### config.mk
export PLATFORM = sky130hd
export DESIGN_NAME = source_token_lexer_top
export DESIGN_NICKNAME = d
export VERILOG_FILES = /design/src/sv/stl_pkg.sv /design/src/sv/stl_scan.sv /design/src/sv/source_token_lexer_top.sv
export SDC_FILE = /design/constraint.sdc
export NUM_CORES = 1
export LEC_CHECK = 0
export BUFFER_PORTS_ARGS = -buffer_cell sky130_fd_sc_hd__buf_2
export CORE_MARGIN = 5
export CORE_UTILIZATION = 35
export CTS_CLUSTER_DIAMETER = 100
export CTS_CLUSTER_SIZE = 25
export DETAILED_ROUTE_END_ITERATION = 12
export GPL_TIMING_DRIVEN = 0
export PLACE_DENSITY_LB_ADDON = 0.08
export SLEW_MARGIN = 20
export SYNTH_ARGS = -nofsm -noshare
export SYNTH_HDL_FRONTEND = slang
export SYNTH_SLANG_ARGS = --single-unit
export TNS_END_PERCENT = 1
### constraint.sdc
create_clock -name aclk -period 9.9 [get_ports aclk]
set_input_delay 1.485 -clock aclk [delete_from_list [all_inputs] [get_ports aclk]]
set_output_delay 1.485 -clock aclk [all_outputs]
set_load 0.01 [all_outputs]
### src/sv/stl_pkg.sv
// ----------------------------------------------------------------------------
// stl_pkg: shared types and constants for the source token lexer
// Scanner states, token kind codes and character class helpers.
// ----------------------------------------------------------------------------
`default_nettype none
package stl_pkg;

    localparam int unsigned POS_BITS_DEF  = 32;
    localparam int unsigned NEST_BITS_DEF = 8;

    typedef enum logic [5:0] {
        S_IDLE, S_IDENT, S_NUM_FIRST, S_NUM_INT, S_HEX_NEED, S_HEX_DIG,
        S_FRAC_NEED, S_FRAC_DIG, S_EXP_NEED, S_EXP_DIG, S_DOT1, S_DOT2,
        S_PLUS, S_MINUS, S_STAR, S_SLASH, S_PERCENT, S_TILDE, S_CARET,
        S_AMP, S_PIPE, S_EQ, S_BANG, S_LT, S_LT2, S_GT, S_GT2, S_LINE,
        S_BLOCK, S_CHAR_FIRST, S_CHAR_ESC, S_CHAR_HEX1, S_CHAR_HEX2,
        S_CHAR_CLOSE, S_STR_BODY, S_STR_ESC, S_STR_HEX1, S_STR_HEX2
    } scan_state_t;

    typedef enum logic [1:0] {
        PV_NONE  = 2'd0,
        PV_STAR  = 2'd1,
        PV_SLASH = 2'd2
    } prev_t;

    localparam logic [5:0] K_EOF = 6'd0, K_IDENT = 6'd1, K_INT = 6'd2,
        K_HEX = 6'd3, K_FLOAT = 6'd4, K_CHARLIT = 6'd5, K_STRING = 6'd6,
        K_INVALID = 6'd7, K_LPAREN = 6'd8, K_RPAREN = 6'd9, K_LBRACE = 6'd10,
        K_RBRACE = 6'd11, K_LBRACK = 6'd12, K_RBRACK = 6'd13,
        K_ELLIPSIS = 6'd14, K_DOT = 6'd15, K_COLON = 6'd16, K_COMMA = 6'd17,
        K_SEMI = 6'd18, K_AT = 6'd19, K_INC = 6'd20, K_ADDEQ = 6'd21,
        K_ADD = 6'd22, K_DEC = 6'd23, K_SUBEQ = 6'd24, K_ARROW = 6'd25,
        K_SUB = 6'd26, K_MULEQ = 6'd27, K_MUL = 6'd28, K_DIVEQ = 6'd29,
        K_DIV = 6'd30, K_MODEQ = 6'd31, K_MOD = 6'd32, K_NOTEQ_T = 6'd33,
        K_TILDE = 6'd34, K_XOREQ = 6'd35, K_XOR = 6'd36, K_ANDEQ = 6'd37,
        K_AND = 6'd38, K_OREQ = 6'd39, K_OR = 6'd40, K_EQEQ = 6'd41,
        K_ASSIGN = 6'd42, K_NE = 6'd43, K_SHLEQ = 6'd44, K_SHL = 6'd45,
        K_LE = 6'd46, K_LT = 6'd47, K_SHREQ = 6'd48, K_SHR = 6'd49,
        K_GE = 6'd50, K_GT = 6'd51;

    // kind given when a pending token ends before the current byte; eof = none
    function automatic logic [5:0] fallback_kind(input scan_state_t s);
        logic [5:0] k;
        k = K_EOF;
        case (s)
            S_IDENT:                  k = K_IDENT;
            S_NUM_FIRST, S_NUM_INT:   k = K_INT;
            S_HEX_DIG:                k = K_HEX;
            S_FRAC_DIG, S_EXP_DIG:    k = K_FLOAT;
            S_DOT1:    k = K_DOT;
            S_PLUS:    k = K_ADD;
            S_MINUS:   k = K_SUB;
            S_STAR:    k = K_MUL;
            S_SLASH:   k = K_DIV;
            S_PERCENT: k = K_MOD;
            S_TILDE:   k = K_TILDE;
            S_CARET:   k = K_XOR;
            S_AMP:     k = K_AND;
            S_PIPE:    k = K_OR;
            S_EQ:      k = K_ASSIGN;
            S_LT:      k = K_LT;
            S_LT2:     k = K_SHL;
            S_GT:      k = K_GT;
            S_GT2:     k = K_SHR;
            S_HEX_NEED, S_FRAC_NEED, S_EXP_NEED, S_DOT2, S_BANG,
            S_CHAR_FIRST, S_CHAR_ESC, S_CHAR_HEX1, S_CHAR_HEX2,
            S_CHAR_CLOSE, S_STR_BODY, S_STR_ESC, S_STR_HEX1,
            S_STR_HEX2: k = K_INVALID;
            default:   k = K_EOF;
        endcase
        return k;
    endfunction

    function automatic logic [5:0] eq_kind(input scan_state_t s);
        logic [5:0] k;
        k = K_INVALID;
        case (s)
            S_STAR:    k = K_MULEQ;
            S_PERCENT: k = K_MODEQ;
            S_TILDE:   k = K_NOTEQ_T;
            S_CARET:   k = K_XOREQ;
            S_AMP:     k = K_ANDEQ;
            S_PIPE:    k = K_OREQ;
            S_EQ:      k = K_EQEQ;
            S_BANG:    k = K_NE;
            default:   k = K_INVALID;
        endcase
        return k;
    endfunction

    function automatic logic is_digit(input logic [7:0] b);
        return (b >= "0") && (b <= "9");
    endfunction

    function automatic logic is_letter(input logic [7:0] b);
        logic [7:0] l;
        l = b | 8'h20;
        return ((l >= "a") && (l <= "z")) || (b == "_");
    endfunction

    function automatic logic is_xdigit(input logic [7:0] b);
        logic [7:0] l;
        l = b | 8'h20;
        return is_digit(b) || ((l >= "a") && (l <= "f"));
    endfunction

    function automatic logic is_space(input logic [7:0] b);
        return (b == " ") || ((b >= 8'd9) && (b <= 8'd13));
    endfunction

    function automatic logic is_ctrl(input logic [7:0] b);
        return (b < 8'd32) || (b == 8'd127);
    endfunction

    function automatic logic is_escape(input logic [7:0] b);
        logic r;
        case (b)
            "0", "a", "b", "e", "f", "n", "r", "t", "v", "\\", "'", "\"": r = 1'b1;
            default: r = 1'b0;
        endcase
        return r;
    endfunction

    // idle-state dispatch: next state, or a one-byte token kind
    typedef struct packed {
        logic        done;   // single-byte token finished
        logic [5:0]  kind;
        scan_state_t nxt;
    } idle_res_t;

    function automatic idle_res_t idle_scan(input logic [7:0] b);
        idle_res_t r;
        r.done = 1'b0;
        r.kind = K_INVALID;
        r.nxt  = S_IDLE;
        if (is_space(b)) begin
            r.nxt = S_IDLE;
        end else if (is_letter(b)) begin
            r.nxt = S_IDENT;
        end else if (is_digit(b)) begin
            r.nxt = S_NUM_FIRST;
        end else begin
            case (b)
                "(": begin r.done = 1'b1; r.kind = K_LPAREN; end
                ")": begin r.done = 1'b1; r.kind = K_RPAREN; end
                "{": begin r.done = 1'b1; r.kind = K_LBRACE; end
                "}": begin r.done = 1'b1; r.kind = K_RBRACE; end
                "[": begin r.done = 1'b1; r.kind = K_LBRACK; end
                "]": begin r.done = 1'b1; r.kind = K_RBRACK; end
                ":": begin r.done = 1'b1; r.kind = K_COLON; end
                ",": begin r.done = 1'b1; r.kind = K_COMMA; end
                ";": begin r.done = 1'b1; r.kind = K_SEMI; end
                "@": begin r.done = 1'b1; r.kind = K_AT; end
                ".": r.nxt = S_DOT1;
                "+": r.nxt = S_PLUS;
                "-": r.nxt = S_MINUS;
                "*": r.nxt = S_STAR;
                "/": r.nxt = S_SLASH;
                "%": r.nxt = S_PERCENT;
                "~": r.nxt = S_TILDE;
                "^": r.nxt = S_CARET;
                "&": r.nxt = S_AMP;
                "|": r.nxt = S_PIPE;
                "=": r.nxt = S_EQ;
                "!": r.nxt = S_BANG;
                "<": r.nxt = S_LT;
                ">": r.nxt = S_GT;
                "'": r.nxt = S_CHAR_FIRST;
                "\"": r.nxt = S_STR_BODY;
                default: begin r.done = 1'b1; r.kind = K_INVALID; end
            endcase
        end
        return r;
    endfunction

endpackage
`default_nettype wire

### src/sv/stl_scan.sv
// ----------------------------------------------------------------------------
// stl_scan: per-byte scanner next-state logic
// Combinational step for one byte: up to two tokens and the new state.
// ----------------------------------------------------------------------------
`default_nettype none
module stl_scan #(
    parameter int unsigned POS_BITS  = stl_pkg::POS_BITS_DEF,
    parameter int unsigned NEST_BITS = stl_pkg::NEST_BITS_DEF
) (
    input  wire stl_pkg::scan_state_t st,
    input  wire [POS_BITS-1:0]        tok_start,
    input  wire [POS_BITS-1:0]        cur_pos,
    input  wire [NEST_BITS-1:0]       depth,
    input  wire stl_pkg::prev_t       prev,
    input  wire [7:0]                 b,
    input  wire                       end_mark,
    output stl_pkg::scan_state_t      st_next,
    output logic [POS_BITS-1:0]       tok_start_next,
    output logic [POS_BITS-1:0]       cur_pos_next,
    output logic [NEST_BITS-1:0]      depth_next,
    output stl_pkg::prev_t            prev_next,
    output logic [1:0]                n_tok,
    output logic [5:0]                kind0,
    output logic [POS_BITS-1:0]       start0,
    output logic [POS_BITS-1:0]       len0,
    output logic [5:0]                kind1,
    output logic [POS_BITS-1:0]       start1,
    output logic [POS_BITS-1:0]       len1
);
    localparam logic [NEST_BITS-1:0] DEPTH_MAX = '1;

    logic [POS_BITS-1:0] nx;
    logic                take;      // pending state consumed the byte
    logic                fin;       // pending state finished with the byte
    logic [5:0]          fin_kind;
    stl_pkg::scan_state_t st_a;
    stl_pkg::idle_res_t  ir;

    assign nx = cur_pos + POS_BITS'(1);
    assign ir = stl_pkg::idle_scan(b);

    // first pass: the pending state looks at the byte
    always_comb begin
        take       = 1'b1;
        fin        = 1'b0;
        fin_kind   = stl_pkg::K_INVALID;
        st_a       = st;
        depth_next = depth;
        prev_next  = prev;
        unique case (st)
            stl_pkg::S_IDLE: take = 1'b0;
            stl_pkg::S_IDENT: take = stl_pkg::is_letter(b) || stl_pkg::is_digit(b);
            stl_pkg::S_NUM_FIRST, stl_pkg::S_NUM_INT: begin
                if (st == stl_pkg::S_NUM_FIRST && b == "x") st_a = stl_pkg::S_HEX_NEED;
                else if (stl_pkg::is_digit(b)) st_a = stl_pkg::S_NUM_INT;
                else if (b == ".") st_a = stl_pkg::S_FRAC_NEED;
                else take = 1'b0;
            end
            stl_pkg::S_HEX_NEED, stl_pkg::S_HEX_DIG: begin
                if (stl_pkg::is_xdigit(b)) st_a = stl_pkg::S_HEX_DIG;
                else take = 1'b0;
            end
            stl_pkg::S_FRAC_NEED, stl_pkg::S_FRAC_DIG: begin
                if (stl_pkg::is_digit(b)) st_a = stl_pkg::S_FRAC_DIG;
                else if (st == stl_pkg::S_FRAC_DIG && b == "e") st_a = stl_pkg::S_EXP_NEED;
                else take = 1'b0;
            end
            stl_pkg::S_EXP_NEED, stl_pkg::S_EXP_DIG: begin
                if (stl_pkg::is_digit(b)) st_a = stl_pkg::S_EXP_DIG;
                else take = 1'b0;
            end
            stl_pkg::S_DOT1: begin
                if (b == ".") st_a = stl_pkg::S_DOT2;
                else take = 1'b0;
            end
            stl_pkg::S_DOT2: begin
                if (b == ".") begin fin = 1'b1; fin_kind = stl_pkg::K_ELLIPSIS; end
                else take = 1'b0;
            end
            stl_pkg::S_PLUS: begin
                if (b == "+") begin fin = 1'b1; fin_kind = stl_pkg::K_INC; end
                else if (b == "=") begin fin = 1'b1; fin_kind = stl_pkg::K_ADDEQ; end
                else take = 1'b0;
            end
            stl_pkg::S_MINUS: begin
                if (b == "-") begin fin = 1'b1; fin_kind = stl_pkg::K_DEC; end
                else if (b == "=") begin fin = 1'b1; fin_kind = stl_pkg::K_SUBEQ; end
                else if (b == ">") begin fin = 1'b1; fin_kind = stl_pkg::K_ARROW; end
                else take = 1'b0;
            end
            stl_pkg::S_SLASH: begin
                if (b == "=") begin fin = 1'b1; fin_kind = stl_pkg::K_DIVEQ; end
                else if (b == "/") st_a = stl_pkg::S_LINE;
                else if (b == "*") begin
                    st_a       = stl_pkg::S_BLOCK;
                    depth_next = NEST_BITS'(1);
                    prev_next  = stl_pkg::PV_NONE;
                end else take = 1'b0;
            end
            stl_pkg::S_STAR, stl_pkg::S_PERCENT, stl_pkg::S_TILDE, stl_pkg::S_CARET,
            stl_pkg::S_AMP, stl_pkg::S_PIPE, stl_pkg::S_EQ, stl_pkg::S_BANG: begin
                if (b == "=") begin fin = 1'b1; fin_kind = stl_pkg::eq_kind(st); end
                else take = 1'b0;
            end
            stl_pkg::S_LT: begin
                if (b == "<") st_a = stl_pkg::S_LT2;
                else if (b == "=") begin fin = 1'b1; fin_kind = stl_pkg::K_LE; end
                else take = 1'b0;
            end
            stl_pkg::S_LT2: begin
                if (b == "=") begin fin = 1'b1; fin_kind = stl_pkg::K_SHLEQ; end
                else take = 1'b0;
            end
            stl_pkg::S_GT: begin
                if (b == ">") st_a = stl_pkg::S_GT2;
                else if (b == "=") begin fin = 1'b1; fin_kind = stl_pkg::K_GE; end
                else take = 1'b0;
            end
            stl_pkg::S_GT2: begin
                if (b == "=") begin fin = 1'b1; fin_kind = stl_pkg::K_SHREQ; end
                else take = 1'b0;
            end
            stl_pkg::S_LINE: if (b == 8'h0A) st_a = stl_pkg::S_IDLE;
            stl_pkg::S_BLOCK: begin
                if (prev == stl_pkg::PV_STAR && b == "/") begin
                    if (depth <= NEST_BITS'(1)) begin
                        depth_next = '0;
                        st_a       = stl_pkg::S_IDLE;
                    end else begin
                        depth_next = depth - NEST_BITS'(1);
                    end
                end else if (prev == stl_pkg::PV_SLASH && b == "*") begin
                    if (depth != DEPTH_MAX) depth_next = depth + NEST_BITS'(1);
                end
                if (st_a == stl_pkg::S_IDLE) prev_next = stl_pkg::PV_NONE;
                else if (b == "*") prev_next = stl_pkg::PV_STAR;
                else if (b == "/") prev_next = stl_pkg::PV_SLASH;
                else prev_next = stl_pkg::PV_NONE;
            end
            stl_pkg::S_CHAR_FIRST: begin
                if (b == "\\") st_a = stl_pkg::S_CHAR_ESC;
                else if (stl_pkg::is_ctrl(b)) fin = 1'b1;
                else st_a = stl_pkg::S_CHAR_CLOSE;
            end
            stl_pkg::S_CHAR_ESC, stl_pkg::S_STR_ESC: begin
                if (stl_pkg::is_escape(b))
                    st_a = (st == stl_pkg::S_CHAR_ESC) ? stl_pkg::S_CHAR_CLOSE
                                                       : stl_pkg::S_STR_BODY;
                else if (b == "x")
                    st_a = (st == stl_pkg::S_CHAR_ESC) ? stl_pkg::S_CHAR_HEX1
                                                       : stl_pkg::S_STR_HEX1;
                else fin = 1'b1;
            end
            stl_pkg::S_CHAR_HEX1, stl_pkg::S_STR_HEX1: begin
                if (stl_pkg::is_xdigit(b))
                    st_a = (st == stl_pkg::S_CHAR_HEX1) ? stl_pkg::S_CHAR_HEX2
                                                        : stl_pkg::S_STR_HEX2;
                else fin = 1'b1;
            end
            stl_pkg::S_CHAR_HEX2, stl_pkg::S_STR_HEX2: begin
                if (stl_pkg::is_xdigit(b))
                    st_a = (st == stl_pkg::S_CHAR_HEX2) ? stl_pkg::S_CHAR_CLOSE
                                                        : stl_pkg::S_STR_BODY;
                else fin = 1'b1;
            end
            stl_pkg::S_CHAR_CLOSE: begin
                fin = 1'b1;
                fin_kind = (b == "'") ? stl_pkg::K_CHARLIT : stl_pkg::K_INVALID;
            end
            stl_pkg::S_STR_BODY: begin
                if (b == "\"") begin fin = 1'b1; fin_kind = stl_pkg::K_STRING; end
                else if (stl_pkg::is_ctrl(b)) fin = 1'b1;
                else if (b == "\\") st_a = stl_pkg::S_STR_ESC;
            end
            default: take = 1'b0;
        endcase
    end

    // combine: end mark flush, consumed byte, or rejected byte rescanned from idle
    always_comb begin
        n_tok          = 2'd0;
        kind0          = stl_pkg::K_EOF;
        start0         = tok_start;
        len0           = '0;
        kind1          = stl_pkg::K_EOF;
        start1         = cur_pos;
        len1           = '0;
        st_next        = st;
        tok_start_next = tok_start;
        cur_pos_next   = nx;
        if (end_mark) begin
            cur_pos_next   = cur_pos;
            tok_start_next = cur_pos;
            st_next        = stl_pkg::S_IDLE;
            if (stl_pkg::fallback_kind(st) != stl_pkg::K_EOF) begin
                n_tok  = 2'd2;
                kind0  = stl_pkg::fallback_kind(st);
                len0   = cur_pos - tok_start;
                kind1  = stl_pkg::K_EOF;
                start1 = cur_pos;
            end else begin
                n_tok  = 2'd1;
                kind0  = stl_pkg::K_EOF;
                start0 = cur_pos;
            end
        end else if (take) begin
            if (fin) begin
                n_tok   = 2'd1;
                kind0   = fin_kind;
                len0    = nx - tok_start;
                st_next = stl_pkg::S_IDLE;
            end else begin
                st_next = st_a;
            end
        end else begin
            // token (if any) ends before this byte; byte restarts from idle
            tok_start_next = cur_pos;
            st_next        = ir.nxt;
            if (st != stl_pkg::S_IDLE) begin
                kind0 = stl_pkg::fallback_kind(st);
                len0  = cur_pos - tok_start;
                if (ir.done) begin
                    n_tok   = 2'd2;
                    kind1   = ir.kind;
                    start1  = cur_pos;
                    len1    = POS_BITS'(1);
                    st_next = stl_pkg::S_IDLE;
                end else begin
                    n_tok = 2'd1;
                end
            end else if (ir.done) begin
                n_tok   = 2'd1;
                kind0   = ir.kind;
                start0  = cur_pos;
                len0    = POS_BITS'(1);
                st_next = stl_pkg::S_IDLE;
            end
        end
    end

endmodule
`default_nettype wire

### src/sv/source_token_lexer_top.sv
// ----------------------------------------------------------------------------
// source_token_lexer_top: streaming lexer for C-like source text
// Bytes in, tokens (kind, start, length) out over stream channels.
// ----------------------------------------------------------------------------
// Usage: one source byte is taken per cycle whenever the output side keeps
// up; each word can cause up to two tokens (a pending token closed by the
// byte plus a one-byte token, or a flushed token plus eof on the end mark).
// The scanner state is registered from the input word, and the
// tokens go into a two-entry output queue; s_axis_tready is high while
// that queue has room for two tokens, so the sustained rate is one byte
// per cycle and drops only when the consumer stalls or a byte yields two
// tokens back to back.
`default_nettype none
module source_token_lexer_top #(
    parameter int unsigned POS_BITS  = stl_pkg::POS_BITS_DEF,
    parameter int unsigned NEST_BITS = stl_pkg::NEST_BITS_DEF
) (
    input  wire        aclk,
    input  wire        aresetn,
    input  wire        s_axis_tvalid,
    output logic       s_axis_tready,
    input  wire [7:0]  s_axis_tdata,   // [7:0] source_byte
    input  wire        s_axis_tuser,   // end_mark
    output logic       m_axis_tvalid,
    input  wire        m_axis_tready,
    output logic [71:0] m_axis_tdata,  // [5:0] token_kind, [37:6] start_pos,
                                       // [69:38] token_len, [71:70] zero
    output logic       m_axis_tlast    // last
);
    typedef struct packed {
        logic [5:0]  kind;
        logic [31:0] start;
        logic [31:0] len;
        logic        last;
    } tok_t;

    stl_pkg::scan_state_t st_reg, st_next;
    logic [POS_BITS-1:0]  tok_start_reg, tok_start_next;
    logic [POS_BITS-1:0]  cur_pos_reg, cur_pos_next;
    logic [NEST_BITS-1:0] depth_reg, depth_next;
    stl_pkg::prev_t       prev_reg, prev_next;

    logic [1:0]          n_tok;
    logic [5:0]          kind0, kind1;
    logic [POS_BITS-1:0] start0, len0, start1, len1;

    // output queue: two entries, q_reg[0] is the head
    tok_t       q_reg [2];
    tok_t       q_next [2];
    logic [1:0] cnt_reg, cnt_next;
    logic       acc, pop;
    tok_t       t0, t1;

    stl_scan #(.POS_BITS(POS_BITS), .NEST_BITS(NEST_BITS)) u_scan (
        .st(st_reg), .tok_start(tok_start_reg), .cur_pos(cur_pos_reg),
        .depth(depth_reg), .prev(prev_reg), .b(s_axis_tdata),
        .end_mark(s_axis_tuser), .st_next(st_next),
        .tok_start_next(tok_start_next), .cur_pos_next(cur_pos_next),
        .depth_next(depth_next), .prev_next(prev_next), .n_tok(n_tok),
        .kind0(kind0), .start0(start0), .len0(len0),
        .kind1(kind1), .start1(start1), .len1(len1)
    );

    assign pop           = m_axis_tvalid && m_axis_tready;
    // room for two after the head word leaves this cycle
    assign s_axis_tready = (cnt_reg == 2'd0) || (cnt_reg == 2'd1 && m_axis_tready);
    assign acc           = s_axis_tvalid && s_axis_tready;
    assign m_axis_tvalid = cnt_reg != 2'd0;
    assign m_axis_tdata  = {2'b00, q_reg[0].len, q_reg[0].start, q_reg[0].kind};
    assign m_axis_tlast  = q_reg[0].last;

    always_comb begin
        t0.kind  = kind0;
        t0.start = 32'(start0);
        t0.len   = 32'(len0);
        t0.last  = (n_tok == 2'd1);
        t1.kind  = kind1;
        t1.start = 32'(start1);
        t1.len   = 32'(len1);
        t1.last  = 1'b1;
        q_next[0] = q_reg[0];
        q_next[1] = q_reg[1];
        cnt_next  = cnt_reg;
        if (pop) begin
            q_next[0] = q_reg[1];
            cnt_next  = cnt_reg - 2'd1;
        end
        // accept only happens when the queue is empty after this pop
        if (acc && n_tok != 2'd0) begin
            q_next[0] = t0;
            q_next[1] = t1;
            cnt_next  = n_tok;
        end
    end

    always_ff @(posedge aclk) begin
        if (!aresetn) begin
            st_reg        <= stl_pkg::S_IDLE;
            tok_start_reg <= '0;
            cur_pos_reg   <= '0;
            depth_reg     <= '0;
            prev_reg      <= stl_pkg::PV_NONE;
            cnt_reg       <= 2'd0;
        end else begin
            cnt_reg <= cnt_next;
            if (acc) begin
                st_reg        <= st_next;
                tok_start_reg <= tok_start_next;
                cur_pos_reg   <= cur_pos_next;
                depth_reg     <= s_axis_tuser ? '0 : depth_next;
                prev_reg      <= s_axis_tuser ? stl_pkg::PV_NONE : prev_next;
            end
        end
    end

    always_ff @(posedge aclk) begin
        q_reg[0] <= q_next[0];
        q_reg[1] <= q_next[1];
    end

endmodule
`default_nettype wire

# == Word level (Yosys, flattened, before mapping) ==
# Memory sizes are Yosys's and may differ from the RTL's. A register that Yosys moved wholly into a read port is not among the register bits.
# Index checks and enable logic that the tools add are counted.
# word_totals
rom_bits,1312
register_bits,82
input_bits,13
output_inout_bits,75
ramBits,142
wordCells,332
memories,5
# op_classes
n_mux,152
reduce_logical,46
n_eq_ne,107
order_cmp,9
bitwise_logic,1
add_sub_neg,6
# mem_list
name,depth,width,read_ports,rd_ports_with_merged_regs,write_ports,line_no,source
(no name shown),64,6,1,1,0,stl_pkg.sv:45,case (s)
(no name shown),64,6,1,1,0,stl_pkg.sv:45,
(no name shown),64,6,1,1,0,stl_pkg.sv:45,
(no name shown),32,5,1,1,0,stl_pkg.sv:77,case (s)
q_reg,2,71,2,0,2,source_token_lexer_top.sv:48,tok_t q_reg [2];
# op_table
operator,n
2-to-1 mux 32 bit,15
2-to-1 mux 6 bit,61
equality test 8 x 6 -> 1 bit (second input constant),20
equality test 8 x 7 -> 1 bit (second input constant),20
2-to-1 mux 142 bit,1
equality test 6 x 5 -> 1 bit (second input constant),16
case mux 6 bit (16 select lines),1
case mux 6 bit (15 select lines),1
case mux 7 bit (11 select lines),1
2-to-1 mux 71 bit,1
case mux 6 bit (11 select lines),1
2-to-1 mux 8 bit,8
subtractor 32 bit,2
inequality test 5 bit (second input constant),12
equality test 6 x 4 -> 1 bit (second input constant),8
equality test 6 bit (second input constant),6
2-to-1 mux 2 bit,17
adder 32 x 1 -> 32 bit (second input constant),1
2-to-1 mux 1 bit,31
2-to-1 mux 5 bit,5
equality test 6 x 3 -> 1 bit (second input constant),4
inequality test 6 bit (second input constant),4
OR reduction 11 bit,2
2-to-1 mux 7 bit,3
other kinds (47),80

# == Logic depth before layout (Yosys ltp) ==
# depth
ltp_word,13
mapped_depth,21
mapped_depth_nobuf,19

# == Modules after synthesis ==
# Synthesis repeated with hierarchy kept, for this count alone.
# hier_totals
hier_cells,2141
hier_area_um2,18611.6
# modules_own_cells
mod,cells_per_inst,instances,seq_area_each_um2,area_per_inst_um2
stl_scan,1459,1,0.0,9614.2
source_token_lexer_top,682,1,5875.6,8997.4

# == Least setup slack after synthesis ==
# Ideal clock, no wire load.
# synth_path
kind,input -> register
from,input s_axis_tdata[4]
to,register cnt_reg[0]
cell_stages,14
setup_slack_ns,4.156
path_buffers,2
t_arrival_ns,5.619
setup_time_ns,0.124
required_time_ns,9.776
path_cell_list,buf_2 > nor4b_2 > clkbuf_1 > nand2_1 > a21oi_1 > o21ai_0 > nand3_1 > nor2_1 > ha_1 > o32a_1 > o21ai_2 > inv_2 > or2_1 > o221a_1
# synth_between
elab_chain_len,13
elab_cells_between_ends,104
cone_classes,order compare: 8; eq/ne: 40; mux: 40; reduce/logical: 16
# synth_rtl
element,line_no,source
from (decl),source_token_lexer_top.sv:22,"input wire [7:0] s_axis_tdata,"
"equality test 8 x 6 -> 1 bit, or another cell as far along",stl_pkg.sv:143,case (b)
OR reduction 16 bit (no source line),n/a,
case mux 7 bit (11 select lines),stl_pkg.sv:143,
2-to-1 mux 7 bit,stl_pkg.sv:140,end else if (is_digit(b)) begin
2-to-1 mux 7 bit,stl_pkg.sv:138,end else if (is_letter(b)) begin
2-to-1 mux 7 bit,stl_pkg.sv:136,if (is_space(b)) begin
2-to-1 mux 1 bit or 2-to-1 mux 2 bit (tied branches),"stl_scan.sv:231, stl_scan.sv:222",
2-to-1 mux 2 bit,stl_scan.sv:219,if (st != stl_pkg::S_IDLE) begin
2-to-1 mux 2 bit *,stl_scan.sv:206,end else if (take) begin
2-to-1 mux 2 bit *,stl_scan.sv:191,if (end_mark) begin
nonzero test 2 bit,source_token_lexer_top.sv:89,if (acc && n_tok != 2'd0) begin
logical AND 1 bit,source_token_lexer_top.sv:89,
2-to-1 mux 2 bit or nonzero test 2 bit (tied branches),n/a,
to (signal assigned),source_token_lexer_top.sv:105,cnt_reg <= cnt_next;
to (decl),source_token_lexer_top.sv:50,"logic [1:0] cnt_reg, cnt_next;"
# Every way passes the cells marked *; elsewhere a longest branch is shown, timed or not. The select of a mux whose other input is x is not followed.
# A chain may end at the register's enable or synchronous reset.

==> metrics.md <==
| Metric | Value |
|---|---|
| Status | `completed` |
| Final Hold Fails | `0` |
| Number of synthesized register bits | `202` |
| Share of cells above drive strength 1 | `11.7%` |
| Final HPWL DP | `slightly below 40 mm` |
| Synth Area in Adders | `around 6.3%` |
| Residual DRC | `0` |
| Max Cap Viol | `0` |
| Hold WC Path Type | `reg -> reg` |
| Htree depth | `1` |
| Post-synthesis simple-gate area fraction | `21.0%` |
| Final min period | `6.16 ns` |
| Tot Pwr | `0.00233 W` |
| Synth warn | `0` |
| Worst-Margin Slew | `0.930 ns` |
| Initial antenna violation count | `1` |
| Post-DR vias/cell | `5.53` |
| Peak supply drop | `~94 uV` |
| XOR/XNOR share of the synthesized area | `6.20%` |
| Skew final | `0.0293 ns` |
| Compound-gate portion of the synthesized area | `21.6%` |
| Post-synthesis sequential area ratio | `34.0%` |
| Worst path most repeated cell | `and3_1` |
| Post-Syn Area | `15100 sq um` |
| PortBufs | `83` |
| Setup TNS | `0 ns` |
| Antenna diodes | `0` |
| RSZ-0062 raised after global routing | `no` |
| CTS Buf Count | `14` |
| Leakage | `6.48 nW` |
| Slowest-stage cell, CP | `a2111oi_0` |
| Ys async rst share | `0%` |
| R2R depth | `18` |
| Prevailing post-synth register cell | `edfxtp_1` |
| Synthesized netlist cell count | `1823` |
| Total number of vias | `roughly 14000` |
| EDFF count, synth | `109` |
| Clock slew at reported path FFs | `0.11 ns` |
| Hold_buf cts | `0` |
| Design Area, Final | `approximately 17000 sq um` |
| Die X | `218 microns` |
| Worst-case clock buffer depth | `3` |
| Max-Slew Margin vs Limit | `37.7%` |
| Sink Count | `202` |
| Global Route Usage Sum | `21.2%` |
| CP arrival | `6.41 ns` |
| Avg WL per Cell | `20.6 microns` |
| Worst Path Required | `between 10 and 15 ns` |
| Fill cell count | `4425` |
| Syn_area_per_cell | `8.29 sq um` |
| Critical Path, Cell by Cell | `clkbuf_1 -> nand4_1 -> or4_1 -> nor2_1 -> and3_1 -> and3_1 -> and3_1 -> clkbuf_1 -> xor2_1 -> ha_1 -> a21oi_1 -> and3_1 -> nand3_1 -> a31oi_1 -> o21bai_1 -> a2111oi_0 -> nor3_1 -> or3b_1` |
| Critical path capture point type | `flop` |
| Postcts setup bufs | `0` |
| Largest net degree at the start of global routing | `39` |
| CTS tree | `done` |
| Worst stage delay on the critical path | `0.71 ns` |
| Drt first pass iters | `5` |
| Worst-Skew Late Latency | `0.51 ns` |
| Die Area | `47400 sq um` |
| # setup viols final | `0` |
| Final period util | `62.3%` |
| Gr ovfl total | `0` |
| WS Path Type | `reg -> reg` |
| Core Region | `42900 sq um` |
| Hold Path Depth | `2` |
| Final core utilization | `around two fifths` |
| Nets@finish | `2014` |
| IO Pins | `between 80 and 90` |
| Synth cell types | `93` |
| PwrDens | `about 140 nW/um^2` |
| Final Slew Violations | `0` |
| Num rows | `76` |
| Area growth syn-to-layout | `11.4%` |
| Routed Antenna Nets | `0` |
| Root Buffer | `clkbuf_16` |
| Crit Path Max Fanout | `9` |
| PostCTS Resize Cnt | `0` |
| Die Span Y | `218 microns` |
| Vias in the first global route | `13400` |
| Mux contribution to synthesized area | `2.72%` |
| Routability cong. | `0.917` |
| First-pass GRT wire length | `79.8 mm` |
| Max Clk Rate | `162 MHz` |
| Combinational family with the most area after synthesis | `compound AO/OA/AOI/OAI gates` |
| Area after DPL | `roughly 16000 sq um` |
| WL final | `around 52 mm` |
| Crit start category | `flop` |
| Initial Utilization | `35.2%` |
| Iter 0 DRT Violations | `1293` |
| Hold Worst Slack | `0.472 ns` |
| Max reg flops | `109` |
## layout by cell type (no fill, tap or decap), drive strengths merged, types with 7 or more instances in the layout
| cell type | synthesis | routed |
|---|---|---|
| nor2 | 169 | 169 |
| o21a | 14 | 14 |
| nand2 | 215 | 215 |
| clkbuf | 74 | 92 |
| o21ai | 122 | 122 |
| and3 | 24 | 24 |
| nand3 | 48 | 48 |
| a221oi | 7 | 7 |
| o22ai | 16 | 16 |
| nor4 | 11 | 11 |
| xor2 | 49 | 49 |
| mux2i | 41 | 41 |
| xnor2 | 58 | 58 |
| nand2b | 31 | 31 |
| o32a | 8 | 8 |
| buf | 97 | 183 |
| and2 | 12 | 12 |
| or2 | 8 | 8 |
| nand4 | 26 | 26 |
| edfxtp | 109 | 109 |
| a32oi | 9 | 9 |
| o211ai | 12 | 12 |
| inv | 75 | 79 |
| a22oi | 18 | 18 |
| ha | 73 | 73 |
| a31oi | 21 | 21 |
| nand3b | 8 | 8 |
| a21o | 32 | 32 |
| o21bai | 12 | 12 |
| nor3 | 32 | 32 |
| a211oi | 22 | 22 |
| o31ai | 9 | 9 |
| dfxtp | 93 | 93 |
| nor2b | 19 | 19 |
| a21oi | 124 | 124 |
| or3 | 20 | 20 |
## cell type report
cell class | instances | area [sq um] | share of cell area (%)
clock inverter | 6 | 95.1 | 0.565
inverter | 76 | 285 | 1.69
sequential | 202 | 5130 | 30.5
multi-input combinational | 1375 | 8770 | 52.1
timing repair buffer | 86 | 483 | 2.87
clock buffer | 18 | 397 | 2.35
tap | 585 | 732 | 4.35
buffer | 171 | 950 | 5.64
## logic make-up (layout without fill, tap and decap cells)
| logic type | after synthesis | after routing |
|---|---|---|
| compound gates | 492 | 492 |
| xor+xnor | 107 | 107 |
| fa+ha+maj | 75 | 75 |
| buf+inv | 247 | 357 |
| flops | 202 | 202 |
| mux | 41 | 41 |
| other cells | 1 | 2 |
| simple gates | 658 | 658 |
## final timing paths
path                          start                end  slack, ns
hold reg to reg   tok_start_reg[15]  tok_start_reg[15]       0.47
setup reg to reg     cur_pos_reg[6]       q_reg[0][26]       3.74
hold / removal    tok_start_reg[15]  tok_start_reg[15]       0.47
setup / recovery     cur_pos_reg[6]       q_reg[0][26]       3.74
## per-stage QoR
step / worst slack (ns) / cells
finish: 3.74 / 2519
global route: 3.45 / 2519
CTS: 3.91 / 2519
detailed placement: 3.46 / 2495
global placement: 0.741 / 2492
floorplan: 4.16 / 1824
## power breakdown
part / leakage [nW] / switching, W / internal [W]
Clock: 0.243 / 0.000345 / 0.000327
Combinational: 4.41 / 0.000383 / 0.000239
Sequential: 1.83 / 0.0000306 / 0.00101
Total: 6.48 / 0.000759 / 0.00157
## worst max-delay path, delay by kind of cell (launching register included)
kind	cells	cell delay [ns]
and+or+nand+nor	10	2.70
adders and majority gates	1	0.32
DFF	1	0.38
buffers and inverters	2	0.77
xor gates and xnor gates	1	0.23
AOI/OAI and AO/OA	4	1.52
## cells in the mapped netlist, types with 7 or more instances
cell      count  area, sq um
nand2_1     215          807
nor2_1      169          634
a21oi_1     124          621
o21ai_0     114          571
edfxtp_1    109         3270
dfxtp_1      93         1860
clkbuf_1     74          278
ha_1         73          913
buf_4        72          541
inv_1        72          270
xnor2_1      58          508
xor2_1       49          429
nand3_1      48          240
mux2i_1      41          410
a21o_1       32          240
nand2b_1     31          194
nor3_1       30          150
nand4_1      26          163
and3_1       24          150
a211oi_1     20          150
a31oi_1      20          125
or3_1        20          125
nor2b_1      19          119
a22oi_1      16          120
o22ai_1      16          100
buf_2        15         75.1
o21a_1       14          105
o211ai_1     12         90.1
o21bai_1     12         90.1
and2_1       11         68.8
nor4_1       11         68.8
o31ai_1       9         67.6
a32oi_1       8         70.1
buf_1         8         30.0
nand3b_1      8         60.1
o32a_1        8         80.1
a221oi_1      7         61.3
o21ai_1       7         35.0
## metal layers
layer | vias to the layer above | GRT usage, % | part of all wire [%]
li1 | 6744 | - | -
met5 | - | 0 | 0.025
met2 | 424 | 34.5 | 45
met4 | 2 | 7.08 | 3.6
met1 | 6673 | 29.5 | 46
met3 | 90 | 2.61 | 5.4
(Power assumes the default switching activity.)
